File: config.mk
export PLATFORM = sky130hd
export DESIGN_NAME = wav_header_parser_top
export DESIGN_NICKNAME = d
export VERILOG_FILES = /design/src/rtl/whp_pkg.sv /design/src/rtl/whp_core.sv /design/src/rtl/whp_out_reg.sv /design/src/rtl/wav_header_parser_top.sv
export SDC_FILE = /design/constraint.sdc
export NUM_CORES = 1
export LEC_CHECK = 0
export BUFFER_PORTS_ARGS = -buffer_cell sky130_fd_sc_hd__buf_2
export CAP_MARGIN = 20
export CORE_MARGIN = 2
export CORE_UTILIZATION = 30
export DETAILED_ROUTE_END_ITERATION = 8
export GPL_TIMING_DRIVEN = 0
export PLACE_DENSITY = 0.5
export SLEW_MARGIN = 20
export SYNTH_ARGS = -nofsm -noshare
export SYNTH_HDL_FRONTEND = slang
export SYNTH_SLANG_ARGS = --single-unit
File: constraint.sdc
create_clock -name aclk -period 9.9 [get_ports aclk]
set_clock_uncertainty 0.15 [all_clocks]
set_input_delay 0.99 -clock aclk [delete_from_list [all_inputs] [get_ports aclk]]
set_output_delay 0.99 -clock aclk [all_outputs]
set_load 0.05 [all_outputs]
File: src/rtl/whp_pkg.sv
// Shared types, constants and helper functions for the WAV header parser.
package whp_pkg;

    localparam logic [31:0] TAG_RIFF       = 32'h4646_4952;
    localparam logic [31:0] TAG_WAVE       = 32'h4556_4157;
    localparam logic [31:0] TAG_FMT        = 32'h2074_6d66;
    localparam logic [31:0] TAG_DATA       = 32'h6174_6164;
    localparam logic [31:0] FMT_CHUNK_SIZE = 32'd16;
    localparam logic [15:0] PCM_FORMAT     = 16'd1;

    localparam int OFFSET_WIDTH = 6;

    localparam logic [OFFSET_WIDTH-1:0] OFF_RIFF      = 6'd3;
    localparam logic [OFFSET_WIDTH-1:0] OFF_WAVE      = 6'd11;
    localparam logic [OFFSET_WIDTH-1:0] OFF_FMT       = 6'd15;
    localparam logic [OFFSET_WIDTH-1:0] OFF_FMT_SIZE  = 6'd19;
    localparam logic [OFFSET_WIDTH-1:0] OFF_AUDIO_FMT = 6'd21;
    localparam logic [OFFSET_WIDTH-1:0] OFF_CHANNELS  = 6'd23;
    localparam logic [OFFSET_WIDTH-1:0] OFF_RATE      = 6'd27;
    localparam logic [OFFSET_WIDTH-1:0] OFF_BITS      = 6'd35;
    localparam logic [OFFSET_WIDTH-1:0] OFF_DATA      = 6'd39;
    localparam logic [OFFSET_WIDTH-1:0] OFF_LAST      = 6'd43;

    localparam int TDATA_IN_WIDTH  = 8;
    localparam int TDATA_OUT_WIDTH = 80;

    typedef enum logic [1:0] {
        PH_IDLE    = 2'd0,
        PH_HEADER  = 2'd1,
        PH_PAYLOAD = 2'd2
    } phase_t;

    typedef enum logic [1:0] {
        KIND_HEADER  = 2'd0,
        KIND_PAYLOAD = 2'd1,
        KIND_ERROR   = 2'd2
    } kind_t;

    typedef enum logic [1:0] {
        ERR_RIFF_WAVE = 2'd0,
        ERR_FMT_DATA  = 2'd1,
        ERR_NOT_PCM   = 2'd2
    } err_t;

    typedef enum logic [2:0] {
        FMT_MONO8       = 3'd0,
        FMT_MONO16      = 3'd1,
        FMT_STEREO8     = 3'd2,
        FMT_STEREO16    = 3'd3,
        FMT_UNSUPPORTED = 3'd4
    } audio_fmt_t;

    typedef struct packed {
        kind_t      kind;
        err_t       error_code;
        audio_fmt_t audio_format;
        logic [31:0] sample_rate;
        logic [31:0] payload_size;
        logic [7:0]  payload_byte;
        logic        last;
    } result_t;

    function automatic audio_fmt_t format_code(input logic [15:0] channels,
                                               input logic [15:0] bits);
        audio_fmt_t code;
        code = FMT_UNSUPPORTED;
        if (channels == 16'd1 && bits == 16'd8) begin
            code = FMT_MONO8;
        end else if (channels == 16'd1 && bits == 16'd16) begin
            code = FMT_MONO16;
        end else if (channels == 16'd2 && bits == 16'd8) begin
            code = FMT_STEREO8;
        end else if (channels == 16'd2 && bits == 16'd16) begin
            code = FMT_STEREO16;
        end
        return code;
    endfunction

endpackage

File: src/rtl/whp_core.sv
// Header field collector, tag checker and payload counter for the WAV parser.
module whp_core (
    input  logic             aclk,
    input  logic             aresetn,
    input  logic             step,
    input  logic [7:0]       in_byte,
    input  logic             first_byte,
    output logic             res_valid,
    output whp_pkg::result_t res
);

    whp_pkg::phase_t phase_reg, phase_next, phase_eff;
    logic [whp_pkg::OFFSET_WIDTH-1:0] offset_reg, offset_next, offset_eff;
    logic [31:0] shift_reg, shift_next;
    logic [15:0] channels_reg, channels_next;
    logic [15:0] bits_reg, bits_next;
    logic [31:0] rate_reg, rate_next;
    logic [31:0] left_reg, left_next;
    logic [15:0] hi16;

    assign phase_eff  = first_byte ? whp_pkg::PH_HEADER : phase_reg;
    assign offset_eff = first_byte ? '0 : offset_reg;
    assign shift_next = first_byte ? {in_byte, 24'h0} : {in_byte, shift_reg[31:8]};
    assign hi16       = shift_next[31:16];

    always_comb begin
        phase_next    = phase_eff;
        offset_next   = offset_reg;
        channels_next = channels_reg;
        bits_next     = bits_reg;
        rate_next     = rate_reg;
        left_next     = left_reg;
        res_valid     = 1'b0;
        res           = '0;
        res.kind      = whp_pkg::KIND_HEADER;
        res.error_code   = whp_pkg::ERR_RIFF_WAVE;
        res.audio_format = whp_pkg::FMT_MONO8;
        unique case (phase_eff)
            whp_pkg::PH_PAYLOAD: begin
                res_valid        = 1'b1;
                res.kind         = whp_pkg::KIND_PAYLOAD;
                res.payload_byte = in_byte;
                left_next        = left_reg - 32'd1;
                if (left_reg == 32'd1) begin
                    res.last   = 1'b1;
                    phase_next = whp_pkg::PH_IDLE;
                end
            end
            whp_pkg::PH_HEADER: begin
                offset_next = offset_eff + 6'd1;
                case (offset_eff)
                    whp_pkg::OFF_RIFF: begin
                        if (shift_next != whp_pkg::TAG_RIFF) begin
                            res_valid      = 1'b1;
                            res.kind       = whp_pkg::KIND_ERROR;
                            res.error_code = whp_pkg::ERR_RIFF_WAVE;
                            phase_next     = whp_pkg::PH_IDLE;
                        end
                    end
                    whp_pkg::OFF_WAVE: begin
                        if (shift_next != whp_pkg::TAG_WAVE) begin
                            res_valid      = 1'b1;
                            res.kind       = whp_pkg::KIND_ERROR;
                            res.error_code = whp_pkg::ERR_RIFF_WAVE;
                            phase_next     = whp_pkg::PH_IDLE;
                        end
                    end
                    whp_pkg::OFF_FMT: begin
                        if (shift_next != whp_pkg::TAG_FMT) begin
                            res_valid      = 1'b1;
                            res.kind       = whp_pkg::KIND_ERROR;
                            res.error_code = whp_pkg::ERR_FMT_DATA;
                            phase_next     = whp_pkg::PH_IDLE;
                        end
                    end
                    whp_pkg::OFF_FMT_SIZE: begin
                        if (shift_next != whp_pkg::FMT_CHUNK_SIZE) begin
                            res_valid      = 1'b1;
                            res.kind       = whp_pkg::KIND_ERROR;
                            res.error_code = whp_pkg::ERR_NOT_PCM;
                            phase_next     = whp_pkg::PH_IDLE;
                        end
                    end
                    whp_pkg::OFF_AUDIO_FMT: begin
                        if (hi16 != whp_pkg::PCM_FORMAT) begin
                            res_valid      = 1'b1;
                            res.kind       = whp_pkg::KIND_ERROR;
                            res.error_code = whp_pkg::ERR_NOT_PCM;
                            phase_next     = whp_pkg::PH_IDLE;
                        end
                    end
                    whp_pkg::OFF_CHANNELS: channels_next = hi16;
                    whp_pkg::OFF_RATE:     rate_next     = shift_next;
                    whp_pkg::OFF_BITS:     bits_next     = hi16;
                    whp_pkg::OFF_DATA: begin
                        if (shift_next != whp_pkg::TAG_DATA) begin
                            res_valid      = 1'b1;
                            res.kind       = whp_pkg::KIND_ERROR;
                            res.error_code = whp_pkg::ERR_FMT_DATA;
                            phase_next     = whp_pkg::PH_IDLE;
                        end
                    end
                    whp_pkg::OFF_LAST: begin
                        res_valid        = 1'b1;
                        res.kind         = whp_pkg::KIND_HEADER;
                        res.audio_format = whp_pkg::format_code(channels_reg, bits_reg);
                        res.sample_rate  = rate_reg;
                        res.payload_size = shift_next;
                        left_next        = shift_next;
                        phase_next       = (shift_next == 32'd0) ? whp_pkg::PH_IDLE
                                                                 : whp_pkg::PH_PAYLOAD;
                    end
                    default: ;
                endcase
            end
            default: ;
        endcase
    end

    always_ff @(posedge aclk) begin
        if (!aresetn) begin
            phase_reg    <= whp_pkg::PH_IDLE;
            offset_reg   <= '0;
            shift_reg    <= '0;
            channels_reg <= '0;
            bits_reg     <= '0;
            rate_reg     <= '0;
            left_reg     <= '0;
        end else if (step) begin
            phase_reg    <= phase_next;
            channels_reg <= channels_next;
            bits_reg     <= bits_next;
            rate_reg     <= rate_next;
            left_reg     <= left_next;
            if (phase_eff == whp_pkg::PH_HEADER) begin
                offset_reg <= offset_next;
                shift_reg  <= shift_next;
            end
        end
    end

endmodule

File: src/rtl/whp_out_reg.sv
// Result register that holds one result beat until the downstream side takes it.
module whp_out_reg (
    input  logic             aclk,
    input  logic             aresetn,
    input  logic             load,
    input  logic             res_valid,
    input  whp_pkg::result_t res,
    input  logic             m_tready,
    output logic             m_tvalid,
    output whp_pkg::result_t m_res
);

    logic             valid_reg, valid_next;
    whp_pkg::result_t res_reg;

    always_comb begin
        valid_next = valid_reg;
        if (load) begin
            valid_next = res_valid;
        end else if (m_tready) begin
            valid_next = 1'b0;
        end
    end

    always_ff @(posedge aclk) begin
        if (!aresetn) begin
            valid_reg <= 1'b0;
        end else begin
            valid_reg <= valid_next;
        end
    end

    always_ff @(posedge aclk) begin
        if (load && res_valid) begin
            res_reg <= res;
        end
    end

    assign m_tvalid = valid_reg;
    assign m_res    = res_reg;

endmodule

File: src/rtl/wav_header_parser_top.sv
// Top level of the canonical RIFF/WAVE PCM header parser.
// The parser takes a WAV file one byte per beat, with s_tuser high on the first byte of a
// file, checks the fixed 44-byte PCM header and emits one header beat, then passes exactly
// the data-size payload bytes with m_tlast on the final one; a failed check emits one error
// beat and later bytes are dropped until the next first byte. It takes one byte per clock
// while the result register is empty or being taken: each byte passes an input register,
// the combinational offset compare and shift logic, and a result register that presents
// it on the master side. Without backpressure the rate is one byte per clock, and only
// m_tready low can stall the input.
module wav_header_parser_top (
    input  logic        aclk,
    input  logic        aresetn,
    input  logic        s_tvalid,
    output logic        s_tready,
    input  logic [whp_pkg::TDATA_IN_WIDTH-1:0]  s_tdata,  // [7:0] in_byte
    input  logic        s_tuser,                          // [0] first_byte
    output logic        m_tvalid,
    input  logic        m_tready,
    // [1:0] error_code, [4:2] audio_format, [36:5] sample_rate,
    // [68:37] payload_size, [76:69] payload_byte, [79:77] zero
    output logic [whp_pkg::TDATA_OUT_WIDTH-1:0] m_tdata,
    output logic [1:0]  m_tuser,                          // [1:0] kind
    output logic        m_tlast
);

    logic             in_valid_reg, in_valid_next;
    logic [7:0]       in_byte_reg;
    logic             in_first_reg;
    logic             advance;
    logic             res_valid;
    whp_pkg::result_t res;
    whp_pkg::result_t m_res;

    assign advance  = in_valid_reg && (!m_tvalid || m_tready);
    assign s_tready = !in_valid_reg || advance;

    always_comb begin
        in_valid_next = in_valid_reg;
        if (s_tready) begin
            in_valid_next = s_tvalid;
        end
    end

    always_ff @(posedge aclk) begin
        if (!aresetn) begin
            in_valid_reg <= 1'b0;
        end else begin
            in_valid_reg <= in_valid_next;
        end
    end

    always_ff @(posedge aclk) begin
        if (s_tvalid && s_tready) begin
            in_byte_reg  <= s_tdata[7:0];
            in_first_reg <= s_tuser;
        end
    end

    whp_core u_core (
        .aclk       (aclk),
        .aresetn    (aresetn),
        .step       (advance),
        .in_byte    (in_byte_reg),
        .first_byte (in_first_reg),
        .res_valid  (res_valid),
        .res        (res)
    );

    whp_out_reg u_out_reg (
        .aclk      (aclk),
        .aresetn   (aresetn),
        .load      (advance),
        .res_valid (res_valid),
        .res       (res),
        .m_tready  (m_tready),
        .m_tvalid  (m_tvalid),
        .m_res     (m_res)
    );

    assign m_tdata = {3'b000, m_res.payload_byte, m_res.payload_size, m_res.sample_rate,
                      m_res.audio_format, m_res.error_code};
    assign m_tuser = m_res.kind;
    assign m_tlast = m_res.last;

endmodule

## Word-level counts from Yosys, hierarchy flattened

Cells that the tools add are included.

- Muxes and demuxes: 38
- Bitwise operators: 2
- Equal/unequal tests: 24
- Add/subtract/negate cells: 2
- Reduce and logical (&&, ||, !) cells: 23

Operator list:

| operator | count |
|---|---|
| != test 32 x 31 -> 1 bit (second input constant) | 3 |
| case mux 32 bit (2 select lines) | 1 |
| equality test 32 x 1 -> 1 bit (second input constant) | 1 |
| logical NOT 32 bit | 1 |
| two-way mux 32 bit | 1 |
| != test 32 x 30 -> 1 bit (second input constant) | 1 |
| != test 32 x 5 -> 1 bit (second input constant) | 1 |
| subtractor 32 x 1 -> 32 bit (second input constant) | 1 |
| equality test 6 x 5 -> 1 bit (second input constant) | 4 |
| two-way mux 24 bit | 1 |
| two-way mux 4 bit | 6 |
| case mux 2 bit (6 select lines) | 2 |
| two-way mux 2 bit | 10 |
| equality test 6 bit (second input constant) | 3 |
| equality test 16 x 1 -> 1 bit (second input constant) | 1 |
| equality test 16 x 2 -> 1 bit (second input constant) | 1 |
| equality test 16 x 4 -> 1 bit (second input constant) | 1 |
| equality test 16 x 5 -> 1 bit (second input constant) | 1 |
| != test 16 x 1 -> 1 bit (second input constant) | 1 |
| case mux 2 bit (7 select lines) | 1 |
| equality test 6 x 4 -> 1 bit (second input constant) | 2 |
| AND reduction 3 bit | 4 |
| two-way mux 1 bit | 10 |
| case mux 2 bit (2 select lines) | 2 |
| other kinds (18) | 29 |

- Bits of input ports: 13
- Output and inout bits: 85
- Bits in registers: 227
- Logic and storage cells: 109

## Depth between registers and ports, before layout

- Depth after elaboration: 6
- Gate-level depth with buffers: 14
- Depth with buffers taken out: 9

## Cells and area by module

From an unflattened synthesis, not the netlist that was laid out.

- Cells, all modules: 1,026
- Area, all modules: 9,640.5 um^2

Modules (own cells, without submodules):

| module | area each (um^2) | times used | cells each | sequential area each (um^2) |
|---|---|---|---|---|
| whp_core | 6,822.8 | 1 | 922 | 2,562.5 |
| whp_out_reg | 2,446.1 | 1 | 84 | 2,422.3 |
| wav_header_parser_top | 371.6 | 1 | 20 | 290.3 |

## Worst setup path after synthesis

OpenSTA, ideal clock, no wires.

- Path type: flip-flop to flip-flop
- Start: reg in_first_reg
- End: reg u_out_reg.res_reg (netlist bit u_out_reg.m_res[0]), enable pin
- Path buffers: 4
- Cell stages (with the launch flop): 13
- Path slack: 0.970 ns
- Setup time: 0.638 ns
- Data required time: 9.112 ns
- Data arrival time: 8.142 ns
- Clock period less this slack: 8.930 ns
- Path through: edfxtp_1 -> clkbuf_1 -> clkbuf_1 -> clkbuf_1 -> nor2b_1 -> ha_1 -> nor2b_1 -> clkbuf_1 -> nor2b_1 -> nand3_1 -> o211ai_4 -> o311ai_2 -> a211oi_1

- Word-level cells in the longest chain between the ends: 6
- Elaborated cells on any way between the ends: 27
- Those cells by class: eq/ne (15); mux (11); reduce/logical (1)

RTL lines:

| item | line | source |
|---|---|---|
| start: declaration | wav_header_parser_top.sv:28 | `logic in_first_reg;` |
| start signal: assignment | wav_header_parser_top.sv:55 | `in_first_reg <= s_tuser;` |
| two-way mux 24 bit | whp_core.sv:23 | `assign shift_next = first_byte ? {in_byte, 24'h0} : {in_byte, shift_reg[31:8]};` |
| != test 32 x 31 -> 1 bit, or another cell as far along | whp_core.sv:96 | `if (shift_next != whp_pkg::TAG_DATA) begin` |
| two-way mux 1 bit, or another cell as far along | whp_core.sv:96 |  |
| case mux 1 bit (7 select lines) | whp_core.sv:51 | `case (offset_eff)` |
| case mux 1 bit (2 select lines) (*) | whp_core.sv:38 | `unique case (phase_eff)` |
| logical AND 1 bit (*) | whp_out_reg.sv:34 | `if (load && res_valid) begin` |
| end signal: assignment | whp_out_reg.sv:35 | `res_reg <= res;` |
| end: declaration | whp_out_reg.sv:14 | `whp_pkg::result_t res_reg;` |

Every way passes the cells marked *; elsewhere a longest branch is shown, timed or not.
A chain may end at the register's enable or synchronous reset.

## Worst setup path after layout

- Start: reg in_first_reg
- End: reg u_out_reg.res_reg (netlist bit u_out_reg.m_res[61]), enable pin

The elaborated chain is that of the path after synthesis.

==> results.md <==
* Most frequent cells after synthesis: dfxtp_1, nor2_1, nand2_1
* Fraction of registers with async set/reset at 0
* Final #Nets at between 1000 and 1500
* Max Cap Violations at 0
* First-pass GRT wire length at 47370 um
* Mean Syn Cell Area at 9.555 sq um
* I/O Buffers at 93
* Post-synth EDFFs at 89
* Reg clk slew, reported paths at 0.06 ns
* Final hold vios at 0
* Worst-Skew Late Latency at 0.54 ns
* Most common cell in the netlist: dfxtp_1
* GPL Wtd Cong at 0.9154
* Vias in the first global route at 7658
* Worst-path maximum fanout at 16
* Critical path, cell by cell: clkbuf_1 -> clkbuf_1 -> clkbuf_1 -> or2_2 -> ha_1 -> clkbuf_1 -> clkbuf_1 -> o311ai_2 -> a211oi_4 -> buf_6 -> buf_6 -> buf_8
* Initial DRC Count at 687
* CP Capture Type: register
* Power Dens Cells at between 150 and 200 nW/um^2
* Status: finished clean
* CP delay by family, top: buffers and inverters
* CTS tree: built
* Final HPWL DP at 21830 um
* Fraction of layout instances using a drive strength above 1 at 0.1548
* Netlist cell types at 70
* Post-layout util at 0.3669
* Pre-Repair DR Iteration Count at 5
* Max incr delay on CP at 0.58 ns
* Peak VDD IR at 108.7 uV
* CORE AREA at 31800 sq um
* Htree depth at 1
* Critical path arrival at 5.35 ns
* PnR worst setup slack at 4.629 ns
* Via Count at 8064
* Area Growth Syn to Fin at 19.71%
* Die Ht at 184.2 um
* RSZ-0062 raised after global routing: no
* Post-place setup slack at around 4.7 ns
* WP data required at 9.97 ns
* Ys Warns at 0
* Yosys reg bits at approximately 220
* Top FF cell, synth: dfxtp_1
* Initial antenna violation count at 0
* Wire length per cell at 19.54 um
* Most frequent cell on the critical path: clkbuf_1
* Clk root buf: clkbuf_16
* Post-CTS sizing at 0
* Die area at 33940 sq um
* Post-CTS setup buffer count at 0
* Slowest cell on the critical path: clkbuf_1
* Largest area contributor in the netlist: edfxtp_1
* IO Pins at 98
* Ant diodes at 0
* GRT Overall Usage at 0.1845
* Crit path kind: register to register
* Sequential share of the synthesized area at 0.5413
* Worst-margin pin slew at 0.9784 ns
* DRC viols at 0
* Max reg flops at 80
* Most area-consuming cells after synthesis: edfxtp_1, dfxtp_1, nor2_1
* CTS sink cnt at between 200 and 250
* Mapped Area at just under 10000 sq um
* Worst path bufs/invs at 8
* Tmin final at 5.271 ns
* Peak Freq at 189.7 MHz
* Post-DR vias/cell at between 5 and 6
* TritonCTS buffer count at 26
* # rows at 65
* Initial core utilization at 0.3065
* Startpoint types: register
* WL final at approximately 31000 um
* Slew HR at 0.3464
* Post-synth top area share at 0.2742
* Gr ovfl total at 0
* Setup violations, final at 0
* Die width at 184.2 um
* Hold Buf Count CTS at 0
* Static Leak at 4.495 nW
* Min-Delay Path Class: register to register
* ANT nets after route at 0
* Gate Count Post-Synth at 1020
* Final worst path period share at 0.5325
* Slew Viols, Final at 0
* Max clock buf depth at 3
* Largest net degree at the start of global routing at 17
metrics by stage:
step	hold WS (ns)	cells	total power, mW	instance area [sq um]	TNS [ns]
final	0.2997	1604	1.944	11670	0
after global routing	0.3121	1604	2.009	11670	0
after CTS	0.3023	1604	1.962	11670	0
after detailed placement	0.2942	1556	1.039	10850	0
after global placement	0.2907	1550	1.039	10760	-266.50
after floorplan	0.2817	1022	1.005	9753	0
logic make-up (layout without fill, tap and decap cells):
group,Yosys count,in the layout,synth area share
and+or+nand+nor,472,472,0.2483
adders and majority gates,7,7,0.008987
AOI/OAI and AO/OA,191,191,0.1231
other,1,3,0.0003848
DFF,219,219,0.5413
xor gates and xnor gates,3,3,0.002697
muxes,33,33,0.03389
buffers and inverters,94,241,0.04134
report_power, final:
part / switching (mW) / internal, mW
Clock: 0.381 / 0.541
Combinational: 0.0615 / 0.0190
Sequential: 0.00415 / 0.937
area by class of cell:
| cell class | count | area, sq um |
|---|---|---|
| tap | 435 | 544.3 |
| clock inverter | 11 | 82.58 |
| clock buffer | 37 | 733.2 |
| buffer | 78 | 342.8 |
| fill | 3250 | 20130 |
| sequential | 219 | 5275 |
| multi-input combinational | 709 | 4088 |
| inverter | 16 | 60.06 |
| timing repair buffer | 99 | 540.5 |
layout by cell type, fill, tap and decap left out, types with 4 or more instances in the layout:
cell       instances
a211oi_1           7
a21oi_1           89
a22oi_1            7
a31oi_1            7
and2_1            58
and3_1             5
and4_1             5
buf_2            103
buf_4              6
buf_6              6
clkbuf_1          67
clkbuf_16         27
clkinv_1           4
clkinv_2           6
dfxtp_1          130
edfxtp_1          89
ha_1               7
inv_1             15
mux2i_1           33
nand2_1          123
nand2b_1          16
nand3_1           14
nand3b_1           7
nand4_1           10
nor2_1           126
nor2b_1           21
nor3_1            16
nor3b_1            7
nor4_1            27
o21a_1             6
o21ai_0           35
o221a_2            7
or2_2              5
or3_1              8
or4_1              6
metal layers:
| metal | wire length [um] | track usage | part of all wire | vias to the layer above |
|---|---|---|---|---|
| met1 | 15150 | 0.2711 | 0.48 | 3804 |
| met4 | 1106 | 0.06848 | 0.035 | 0 |
| met2 | 12980 | 0.2712 | 0.41 | 322 |
| met5 | 0 | 0 | 0 | - |
| met3 | 2110 | 0.02964 | 0.067 | 71 |
| li1 | - | - | - | 3867 |
worst paths after layout:
path                       startpoint                   to  slack [ns]  depth (start not counted)
setup / recovery         in_first_reg  u_out_reg.m_res[61]        4.63                         12
hold / removal    u_core.rate_reg[29]  u_core.rate_reg[29]        0.30                          2
setup reg to reg         in_first_reg  u_out_reg.m_res[61]        4.63                         12
hold reg to reg   u_core.rate_reg[29]  u_core.rate_reg[29]        0.30                          2
worst register-to-register path, cell delays in order (launching register included):
cell      delay (ns)
edfxtp_1        0.32
clkbuf_1        0.44
clkbuf_1        0.56
clkbuf_1        0.58
or2_2           0.24
ha_1            0.24
clkbuf_1        0.41
clkbuf_1        0.56
o311ai_2        0.33
a211oi_4        0.48
buf_6           0.26
buf_6           0.21
buf_8           0.17
Power figures use the tool's default switching activity.
